`src/design/newton_divided_difference_interp_top_defines.svh`:
```
// Assertion macros for the Newton interpolation block
`ifndef NEWTON_DIVIDED_DIFFERENCE_INTERP_TOP_DEFINES_SVH
`define NEWTON_DIVIDED_DIFFERENCE_INTERP_TOP_DEFINES_SVH
`ifndef SYNTH
`define NDD_ASSERT_IMPL(label, clk, rst, ante, cons) \
   label: assert property (@(posedge clk) disable iff (rst) (ante) |-> (cons)) \
      else $error("assertion failed");
`define NDD_ASSERT_NEXT(label, clk, rst, ante, cons) \
   label: assert property (@(posedge clk) disable iff (rst) (ante) |=> (cons)) \
      else $error("assertion failed");
`else
`define NDD_ASSERT_IMPL(label, clk, rst, ante, cons)
`define NDD_ASSERT_NEXT(label, clk, rst, ante, cons)
`endif
`endif

```
`src/design/ndd_pkg.sv`:
```
// Shared types and constants for the Newton interpolation block
package ndd_pkg;
   localparam int NODES = 4;
   localparam int FRAC_BITS = 16;
   localparam int IDX_W = $clog2(NODES);
   localparam int CNT_W = $clog2(NODES + 1);
   localparam int DIV_STEPS = 33 + FRAC_BITS;

   typedef struct packed {
      logic signed [31:0] node_x;
      logic signed [31:0] node_y;
      logic signed [31:0] eval_point;
      logic last_node;
   } req_word_type;

   typedef struct packed {
      logic signed [31:0] interp_value;
      logic divide_fault;
      logic saturated;
   } rsp_word_type;

   typedef enum logic [3:0] {
      ST_LOAD, ST_DD_RD, ST_DD_GO, ST_DD_DIV, ST_DD_WB, ST_HO_RD, ST_HO_SUB, ST_HO_MUL,
      ST_HO_WB, ST_OUT
   } state_type;

   typedef struct packed {
      logic load;
      logic [IDX_W-1:0] load_idx;
      logic dd_rd;
      logic div_start;
      logic dd_wb;
      logic ho_init;
      logic ho_rd;
      logic ho_mul;
      logic ho_wb;
      logic [IDX_W-1:0] idx_i;
      logic [IDX_W-1:0] idx_j;
      logic clear_flags;
   } cmd_type;

   typedef struct packed {
      logic div_done;
   } sts_type;
endpackage

```
`src/design/newton_divided_difference_interp_top.sv`:
```
// Newton divided-difference interpolator: one result word per closed node set.
// Each node word is stored as it is accepted; the closing word starts the coefficient build, where each of
// the n(n-1)/2 divided differences passes through operand read, divider start, the shared
// bit-serial divider and write-back; then the top coefficient is fetched and n-1 Horner
// steps follow, each a read of d, a multiply and a write-back, after which the result word
// is shown. The input is closed while the result word waits.
module newton_divided_difference_interp_top (
   input  logic clock,
   input  logic reset,
   input  logic req_valid,
   output logic req_ready,
   input  ndd_pkg::req_word_type req_word,
   output logic rsp_valid,
   input  logic rsp_ready,
   output ndd_pkg::rsp_word_type rsp_word
);
`include "newton_divided_difference_interp_top_defines.svh"
   ndd_pkg::cmd_type cmd;
   ndd_pkg::sts_type sts;

   ndd_controller u_ctrl (
      .clock(clock), .reset(reset), .req_valid(req_valid), .req_ready(req_ready),
      .req_last(req_word.last_node), .rsp_valid(rsp_valid), .rsp_ready(rsp_ready),
      .sts(sts), .cmd(cmd)
   );

   ndd_datapath u_dp (
      .clock(clock), .reset(reset), .cmd(cmd), .req_word(req_word),
      .sts(sts), .result(rsp_word)
   );

   `NDD_ASSERT_IMPL(a_no_overlap, clock, reset, rsp_valid, !req_ready)
   `NDD_ASSERT_IMPL(a_load_only_ready, clock, reset, cmd.load, req_ready && req_valid)
   `NDD_ASSERT_NEXT(a_clear_after_out, clock, reset, rsp_valid && rsp_ready, !rsp_valid)
endmodule

```
`src/design/ndd_divider.sv`:
```
// Iterative restoring divider for divided differences, one quotient bit per cycle
module ndd_divider (
   input  logic clock,
   input  logic reset,
   input  logic start,
   input  logic [32+ndd_pkg::FRAC_BITS:0] num_mag,
   input  logic [32:0] den_mag,
   output logic done,
   output logic [32+ndd_pkg::FRAC_BITS:0] quot
);
   localparam int QW = 33 + ndd_pkg::FRAC_BITS;
   logic [QW-1:0] q_ff, q_in;
   logic [33:0] r_ff, r_in;
   logic [32:0] d_ff, d_in;
   logic [6:0] cnt_ff, cnt_in;
   logic busy_ff, busy_in;
   logic [33:0] trial;

   always_comb begin
      q_in = q_ff;
      r_in = r_ff;
      d_in = d_ff;
      cnt_in = cnt_ff;
      busy_in = busy_ff;
      trial = {r_ff[32:0], q_ff[QW-1]} - {1'b0, d_ff};
      if (start) begin
         q_in = num_mag;
         r_in = '0;
         d_in = den_mag;
         cnt_in = 7'(QW);
         busy_in = 1'b1;
      end else if (busy_ff) begin
         if (!trial[33]) begin
            r_in = trial;
            q_in = {q_ff[QW-2:0], 1'b1};
         end else begin
            r_in = {r_ff[32:0], q_ff[QW-1]};
            q_in = {q_ff[QW-2:0], 1'b0};
         end
         cnt_in = cnt_ff - 7'd1;
         if (cnt_ff == 7'd1) busy_in = 1'b0;
      end
   end

   always_ff @(posedge clock) begin
      q_ff <= q_in;
      r_ff <= r_in;
      d_ff <= d_in;
      cnt_ff <= cnt_in;
      if (reset) busy_ff <= 1'b0;
      else busy_ff <= busy_in;
   end

   assign done = busy_ff && (cnt_ff == 7'd1);
   assign quot = q_in;
endmodule

```
`src/design/ndd_datapath.sv`:
```
// Node store, difference, division, Horner arithmetic and fault flags
module ndd_datapath (
   input  logic clock,
   input  logic reset,
   input  ndd_pkg::cmd_type cmd,
   input  ndd_pkg::req_word_type req_word,
   output ndd_pkg::sts_type sts,
   output ndd_pkg::rsp_word_type result
);
   localparam int FB = ndd_pkg::FRAC_BITS;
   localparam int QW = 33 + FB;
   logic signed [31:0] xs_ff [ndd_pkg::NODES];
   logic signed [31:0] cs_ff [ndd_pkg::NODES];
   logic signed [31:0] t_ff, v_ff;
   logic signed [32:0] num_ff, den_ff, d_ff;
   logic [65:0] prod_ff;
   logic neg_ff, div_ff, sat_ff;
   logic [QW-1:0] quot;
   logic div_done;
   logic [QW-1:0] num_mag;
   logic [32:0] den_mag, dmag, vmag;
   logic [65:0] pshift;
   logic signed [34:0] sum;
   logic signed [31:0] qval, hval;
   logic qsat, hsat;

   assign num_mag = {(FB)'(0), (num_ff[32] ? 33'(-num_ff) : 33'(num_ff))} << FB;
   assign den_mag = den_ff[32] ? 33'(-den_ff) : 33'(den_ff);
   assign dmag = d_ff[32] ? 33'(-d_ff) : 33'(d_ff);
   assign vmag = v_ff[31] ? 33'(-{v_ff[31], v_ff}) : 33'({v_ff[31], v_ff});

   ndd_divider u_div (
      .clock(clock), .reset(reset), .start(cmd.div_start),
      .num_mag(num_mag), .den_mag(den_mag), .done(div_done), .quot(quot)
   );
   assign sts.div_done = div_done;

   always_comb begin
      qsat = 1'b0;
      if (!neg_ff) begin
         if (quot > QW'(32'h7fffffff)) begin
            qval = 32'h7fffffff; qsat = 1'b1;
         end else qval = quot[31:0];
      end else begin
         if (quot > QW'(33'h080000000)) begin
            qval = 32'h80000000; qsat = 1'b1;
         end else qval = 32'(-quot[31:0]);
      end
      pshift = prod_ff >> FB;
      sum = neg_ff ? 35'(cs_ff[cmd.idx_i]) - 35'(pshift[34:0])
                   : 35'(cs_ff[cmd.idx_i]) + 35'(pshift[34:0]);
      hsat = 1'b0;
      if (pshift[65:33] != '0) begin
         hsat = 1'b1;
         hval = neg_ff ? 32'h80000000 : 32'h7fffffff;
      end else if (sum > 35'sh07fffffff) begin
         hsat = 1'b1; hval = 32'h7fffffff;
      end else if (sum < -35'sh080000000) begin
         hsat = 1'b1; hval = 32'h80000000;
      end else hval = sum[31:0];
   end

   always_ff @(posedge clock) begin
      if (cmd.load) begin
         xs_ff[cmd.load_idx] <= req_word.node_x;
         cs_ff[cmd.load_idx] <= req_word.node_y;
         t_ff <= req_word.eval_point;
      end
      if (cmd.dd_rd) begin
         num_ff <= 33'(cs_ff[cmd.idx_i]) - 33'(cs_ff[cmd.idx_i - 1'b1]);
         den_ff <= 33'(xs_ff[cmd.idx_i]) - 33'(xs_ff[cmd.idx_i - cmd.idx_j]);
      end
      if (cmd.div_start) neg_ff <= num_ff[32] ^ den_ff[32];
      if (cmd.dd_wb) cs_ff[cmd.idx_i] <= (den_ff == '0) ? '0 : qval;
      if (cmd.ho_init) v_ff <= cs_ff[cmd.idx_i];
      if (cmd.ho_rd) d_ff <= 33'(t_ff) - 33'(xs_ff[cmd.idx_i]);
      if (cmd.ho_mul) begin
         prod_ff <= dmag * vmag;
         neg_ff <= d_ff[32] ^ v_ff[31];
      end
      if (cmd.ho_wb) v_ff <= hval;
      if (reset || cmd.clear_flags) begin
         div_ff <= 1'b0;
         sat_ff <= 1'b0;
      end else begin
         if (cmd.dd_wb && den_ff == '0) div_ff <= 1'b1;
         if (cmd.dd_wb && den_ff != '0 && qsat) sat_ff <= 1'b1;
         if (cmd.ho_wb && hsat) sat_ff <= 1'b1;
      end
   end

   assign result.interp_value = v_ff;
   assign result.divide_fault = div_ff;
   assign result.saturated = sat_ff;
endmodule

```
`src/design/ndd_controller.sv`:
```
// Sequencer for node loading, divided differences and Horner steps
module ndd_controller (
   input  logic clock,
   input  logic reset,
   input  logic req_valid,
   output logic req_ready,
   input  logic req_last,
   output logic rsp_valid,
   input  logic rsp_ready,
   input  ndd_pkg::sts_type sts,
   output ndd_pkg::cmd_type cmd
);
   localparam int IW = ndd_pkg::IDX_W;
   localparam int CW = ndd_pkg::CNT_W;
   ndd_pkg::state_type state_ff, state_in;
   logic [CW-1:0] cnt_ff, cnt_in, n_ff, n_in;
   logic [CW-1:0] i_ff, i_in, j_ff, j_in;
   logic accept, closes;

   assign accept = req_valid && req_ready;
   assign closes = req_last || (cnt_ff == CW'(ndd_pkg::NODES - 1));

   always_comb begin
      state_in = state_ff;
      cnt_in = cnt_ff;
      n_in = n_ff;
      i_in = i_ff;
      j_in = j_ff;
      case (state_ff)
         ndd_pkg::ST_LOAD: begin
            if (accept) begin
               if (closes) begin
                  n_in = cnt_ff + 1'b1;
                  cnt_in = '0;
                  j_in = CW'(1);
                  i_in = cnt_ff;
                  state_in = (cnt_ff == '0) ? ndd_pkg::ST_HO_RD : ndd_pkg::ST_DD_RD;
               end else cnt_in = cnt_ff + 1'b1;
            end
         end
         ndd_pkg::ST_DD_RD: state_in = ndd_pkg::ST_DD_GO;
         ndd_pkg::ST_DD_GO: state_in = ndd_pkg::ST_DD_DIV;
         ndd_pkg::ST_DD_DIV: if (sts.div_done) state_in = ndd_pkg::ST_DD_WB;
         ndd_pkg::ST_DD_WB: begin
            if (i_ff > j_ff) begin
               i_in = i_ff - 1'b1;
               state_in = ndd_pkg::ST_DD_RD;
            end else if (j_ff + 1'b1 < n_ff) begin
               j_in = j_ff + 1'b1;
               i_in = n_ff - 1'b1;
               state_in = ndd_pkg::ST_DD_RD;
            end else begin
               i_in = n_ff - 1'b1;
               state_in = ndd_pkg::ST_HO_RD;
            end
         end
         ndd_pkg::ST_HO_RD: begin
            if (i_ff == '0) state_in = ndd_pkg::ST_OUT;
            else state_in = ndd_pkg::ST_HO_SUB;
         end
         ndd_pkg::ST_HO_SUB: state_in = ndd_pkg::ST_HO_MUL;
         ndd_pkg::ST_HO_MUL: state_in = ndd_pkg::ST_HO_WB;
         ndd_pkg::ST_HO_WB: begin
            i_in = i_ff - 1'b1;
            state_in = (i_ff == CW'(1)) ? ndd_pkg::ST_OUT : ndd_pkg::ST_HO_SUB;
         end
         ndd_pkg::ST_OUT: if (rsp_ready) state_in = ndd_pkg::ST_LOAD;
         default: state_in = ndd_pkg::ST_LOAD;
      endcase
   end

   // HO_RD loads v from the top coefficient; each Horner step reads d, multiplies, writes v
   always_comb begin
      cmd = '0;
      cmd.load_idx = cnt_ff[IW-1:0];
      cmd.idx_i = i_ff[IW-1:0];
      cmd.idx_j = j_ff[IW-1:0];
      req_ready = 1'b0;
      rsp_valid = 1'b0;
      case (state_ff)
         ndd_pkg::ST_LOAD: begin
            req_ready = 1'b1;
            cmd.load = accept;
         end
         ndd_pkg::ST_DD_RD: cmd.dd_rd = 1'b1;
         ndd_pkg::ST_DD_GO: cmd.div_start = 1'b1;
         ndd_pkg::ST_DD_WB: cmd.dd_wb = 1'b1;
         ndd_pkg::ST_HO_RD: cmd.ho_init = 1'b1;
         ndd_pkg::ST_HO_SUB: begin
            cmd.idx_i = IW'(i_ff - 1'b1);
            cmd.ho_rd = 1'b1;
         end
         ndd_pkg::ST_HO_MUL: begin
            cmd.idx_i = IW'(i_ff - 1'b1);
            cmd.ho_mul = 1'b1;
         end
         ndd_pkg::ST_HO_WB: begin
            cmd.idx_i = IW'(i_ff - 1'b1);
            cmd.ho_wb = 1'b1;
         end
         ndd_pkg::ST_OUT: begin
            rsp_valid = 1'b1;
            cmd.clear_flags = rsp_ready;
         end
         default: ;
      endcase
   end

   always_ff @(posedge clock) begin
      if (reset) begin
         state_ff <= ndd_pkg::ST_LOAD;
         cnt_ff <= '0;
      end else begin
         state_ff <= state_in;
         cnt_ff <= cnt_in;
      end
      n_ff <= n_in;
      i_ff <= i_in;
      j_ff <= j_in;
   end
endmodule
```
`config.mk`:
```
export PLATFORM = sky130hd
export DESIGN_NAME = newton_divided_difference_interp_top
export DESIGN_NICKNAME = d
export VERILOG_FILES = /design/src/design/ndd_pkg.sv /design/src/design/newton_divided_difference_interp_top.sv /design/src/design/ndd_divider.sv /design/src/design/ndd_datapath.sv /design/src/design/ndd_controller.sv
export VERILOG_INCLUDE_DIRS = /design/src /design/src/design
export SDC_FILE = /design/constraint.sdc
export NUM_CORES = 2
export LEC_CHECK = 0
export BUFFER_PORTS_ARGS = -buffer_cell sky130_fd_sc_hd__buf_2
export CAP_MARGIN = 20
export CORE_MARGIN = 3
export CORE_UTILIZATION = 45
export CTS_CLUSTER_DIAMETER = 150
export DETAILED_ROUTE_END_ITERATION = 10
export PLACE_DENSITY = 0.67
export SYNTH_ARGS = -nofsm -noshare
export SYNTH_HDL_FRONTEND = slang
export SYNTH_HIERARCHICAL = 1
export SYNTH_SLANG_ARGS = --single-unit
```
`constraint.sdc`:
```
create_clock -name clock -period 17.49 [get_ports clock]
set_input_delay 3.498 -clock clock [delete_from_list [all_inputs] [get_ports clock]]
set_output_delay 3.498 -clock clock [all_outputs]
set_load 0.01 [all_outputs]
```
==> impl_metrics.toml <==
[worst_setup_path]
r2r-start = "u_dp/v_ff[0]"
crit_path_max_incr_delay_ns = 0.75
worst_path_max_delay_cell = "xnor2_2"
r2r-end = "u_dp/prod_ff[60]"
critPathLaunchType = "flip-flop"
cp_max_fo = 20
reg2reg_slack_ns = 5.54
end_kind = "flip-flop"
critical_path_arrival_ns = 12.34
worstSetupPathType = "flip-flop to flip-flop"
crit_top_cell = "fa_1"
reg2reg_depth = 36
critical_path_required_ns = 17.87

[synth]
yosysSeqAreaShare_pct = 24.6
ys.warnings.count = 6
synth_area_um2 = 70600
synth_edf_count = 512
netlist_instances = 7179
synthDistinctLibCells = 92
ys.flop_type = "edfxtp_1"
synth.avg_cell_area_um2 = 9.83
synth_seq_cells = 611
async_reset_ff_share_pct = 0

[clocking]
cts_hold_repair.buffers = 0
cts_max_path_buffers = 3
insertion_delay_ns = 0.66
cts_buffers = 70
postCtsSetupRepairBufs = 0
cts_tree = "built"
clock-root-buffer = "clkbuf_16"
ctsResizeCount = 0
htreeDepth = 3
clock_sinks = 611
clk_pin_slew_ns = 0.06

[floorplan]
die_area_um2 = 162000
die_w_um = 402
die_y_um = 402
rows = 144
start_util_pct = 45.5
io_pins = 137
core-area_um2 = 155000

[timing]
fin_tns_setup_ns = 0
min_period_over_period_pct = 68.4
setup_viol = 0
fin_skew_ns = 0.0278
drv_slew = 0
grt_setup_unrepaired = "false"
hold_viol = 0
period_needed_ns = 11.95
timing.fmax_mhz = 83.6
worst_pin_slew_ns = 1.18
slew_headroom_pct = 20.4

[drt]
drt_iter0_markers = 5018
drcViolationCount = 0
ant_nets = 0
vias = 53650
firstDrtPassIters = 6
wire_per_inst_um = 23.2
viasPerCell = 5.71
drt_wl_total_um = 218000

[job]
maxCapViolCount = 0

[outcome]
outcome = "completed"

[global_route]
grt_pass1_vias = 55439
grt_pass1_wl_um = 334000
antenna_found_initial = 22
grt_use_total_pct = 27.2
grt_max_degree = 98
grt.overflow.total = 0

[placed_design]
dp_hpwl_um = 167000
port-buffer-count = 136
gp_congestion = 0.964

[final_layout]
final_common_cell = "inv_1"
syn2layout_area_growth_pct = 8.99
drive_gt1_share_pct = 9.41
fin_nets = 8804
layout_common_cells = "inv_1, fa_1, nor2_1"
final_util_pct = 49.6

[hold_path]
hold_depth = 2
hold_end = "u_dp/u_div/r_ff[25]"
hold_class = "flip-flop to flip-flop"
hold_start = "u_dp/u_div/r_ff[24]"
==> critical path: cells and delay by family, from the launching register on <==
kind / cells / cell delay [ns]
compound gates: 8 / 1.90
xor+xnor: 2 / 0.90
fa+ha+maj: 10 / 4.62
buf+inv: 7 / 1.36
flops: 1 / 0.35
simple gates: 9 / 2.51
==> cell type report <==
| class | instances | area, um2 |
|---|---|---|
| Antenna cell | 11 | 27.5 |
| Inverter | 1183 | 4440 |
| Sequential cell | 611 | 17400 |
| Clock inverter | 40 | 394 |
| Fill cell | 14213 | 78100 |
| Multi-Input combinational cell | 5130 | 48300 |
| Tap cell | 2044 | 2560 |
| Timing Repair Buffer | 294 | 1920 |
| Clock buffer | 88 | 1890 |
==> layer usage <==
layer | part of all wire, % | routed length (um) | up-vias | global-route usage (%)
li1 | - | - | 23604 | -
met3 | 9.9 | 21600 | 543 | 6.74
met4 | 5.9 | 12800 | 6 | 13.5
met5 | 0.021 | 45 | - | 0
met1 | 39 | 85400 | 26997 | 35.3
met2 | 45 | 98000 | 2500 | 42.5
==> stage by stage <==
stage	hold WS [ns]	std cells	setup slack [ns]	instance area [um2]
2_1_floorplan	0.451	7226	6.42	70700
3_3_place_gp	0.481	9255	5.92	74500
3_5_place_dp	0.488	9256	5.79	74500
4_1_cts	0.485	9384	5.75	76800
5_1_grt	0.496	9393	5.09	76900
6_report	0.488	9401	5.54	76900
==> cell usage after synthesis (99+ instances only) <==
| master | count | area, um2 |
|---|---|---|
| a21oi_1 | 225 | 1130 |
| nor2_1 | 839 | 3150 |
| nand2_1 | 807 | 3030 |
| ha_1 | 451 | 5640 |
| xor2_1 | 151 | 1320 |
| o21ai_0 | 269 | 1350 |
| clkbuf_1 | 253 | 950 |
| edfxtp_1 | 512 | 15400 |
| inv_1 | 1179 | 4430 |
| dfxtp_1 | 99 | 1980 |
| mux4_2 | 128 | 2880 |
| fa_1 | 962 | 19300 |
| xnor2_1 | 282 | 2470 |
==> how the worst max path moves through the flow <==
stage / cells after the start / slack (ns) / startpoint / endpoint
finish: 36 / 5.54 / u_dp/v_ff[0] / u_dp/prod_ff[60]
global route: 36 / 5.09 / u_dp/v_ff[0] / u_dp/prod_ff[60]
CTS: 36 / 5.75 / u_dp/v_ff[0] / u_dp/prod_ff[60]
detailed placement: 36 / 5.79 / u_dp/v_ff[0] / u_dp/prod_ff[51]
global placement: 36 / 5.92 / u_dp/v_ff[0] / u_dp/prod_ff[60]
floorplan: 39 / 6.42 / u_dp/d_ff[0] / u_dp/prod_ff[51]
==> sequential cells by signal, indices dropped and copies added (netlist names) <==
register and flops:
u_ctrl/state_ff 4, u_dp/div_ff 1, u_dp/neg_ff 1, u_dp/sat_ff 1, u_dp/den_ff 33, u_dp/d_ff 33, u_dp/u_div/d_ff 33, u_dp/prod_ff 50
u_dp/u_div/q_ff 49, u_dp/t_ff 32, u_ctrl/n_ff 3, u_dp/v_ff 32, u_dp/xs_ff 128, u_dp/u_div/busy_ff 1, u_ctrl/j_ff 3, u_dp/num_ff 33
u_dp/cs_ff 128, u_dp/u_div/cnt_ff 7, u_ctrl/i_ff 3, u_ctrl/cnt_ff 3, u_dp/u_div/r_ff 33
==> logic make-up after synthesis <==
group / after synthesis / share of synthesized area (%)
XOR/XNOR: 434 / 5.40
buffers and inverters: 1485 / 8.06
adder cells (fa/ha/maj): 1413 / 35.3
AO/OA/AOI/OAI: 931 / 8.40
flip-flops: 611 / 24.6
AND/OR/NAND/NOR: 2070 / 12.6
multiplexers: 233 / 5.67
other: 2 / 0.0106
Power is not shown: default switching activity piles up to over one toggle a cycle in this logic, so the estimate is an artifact.
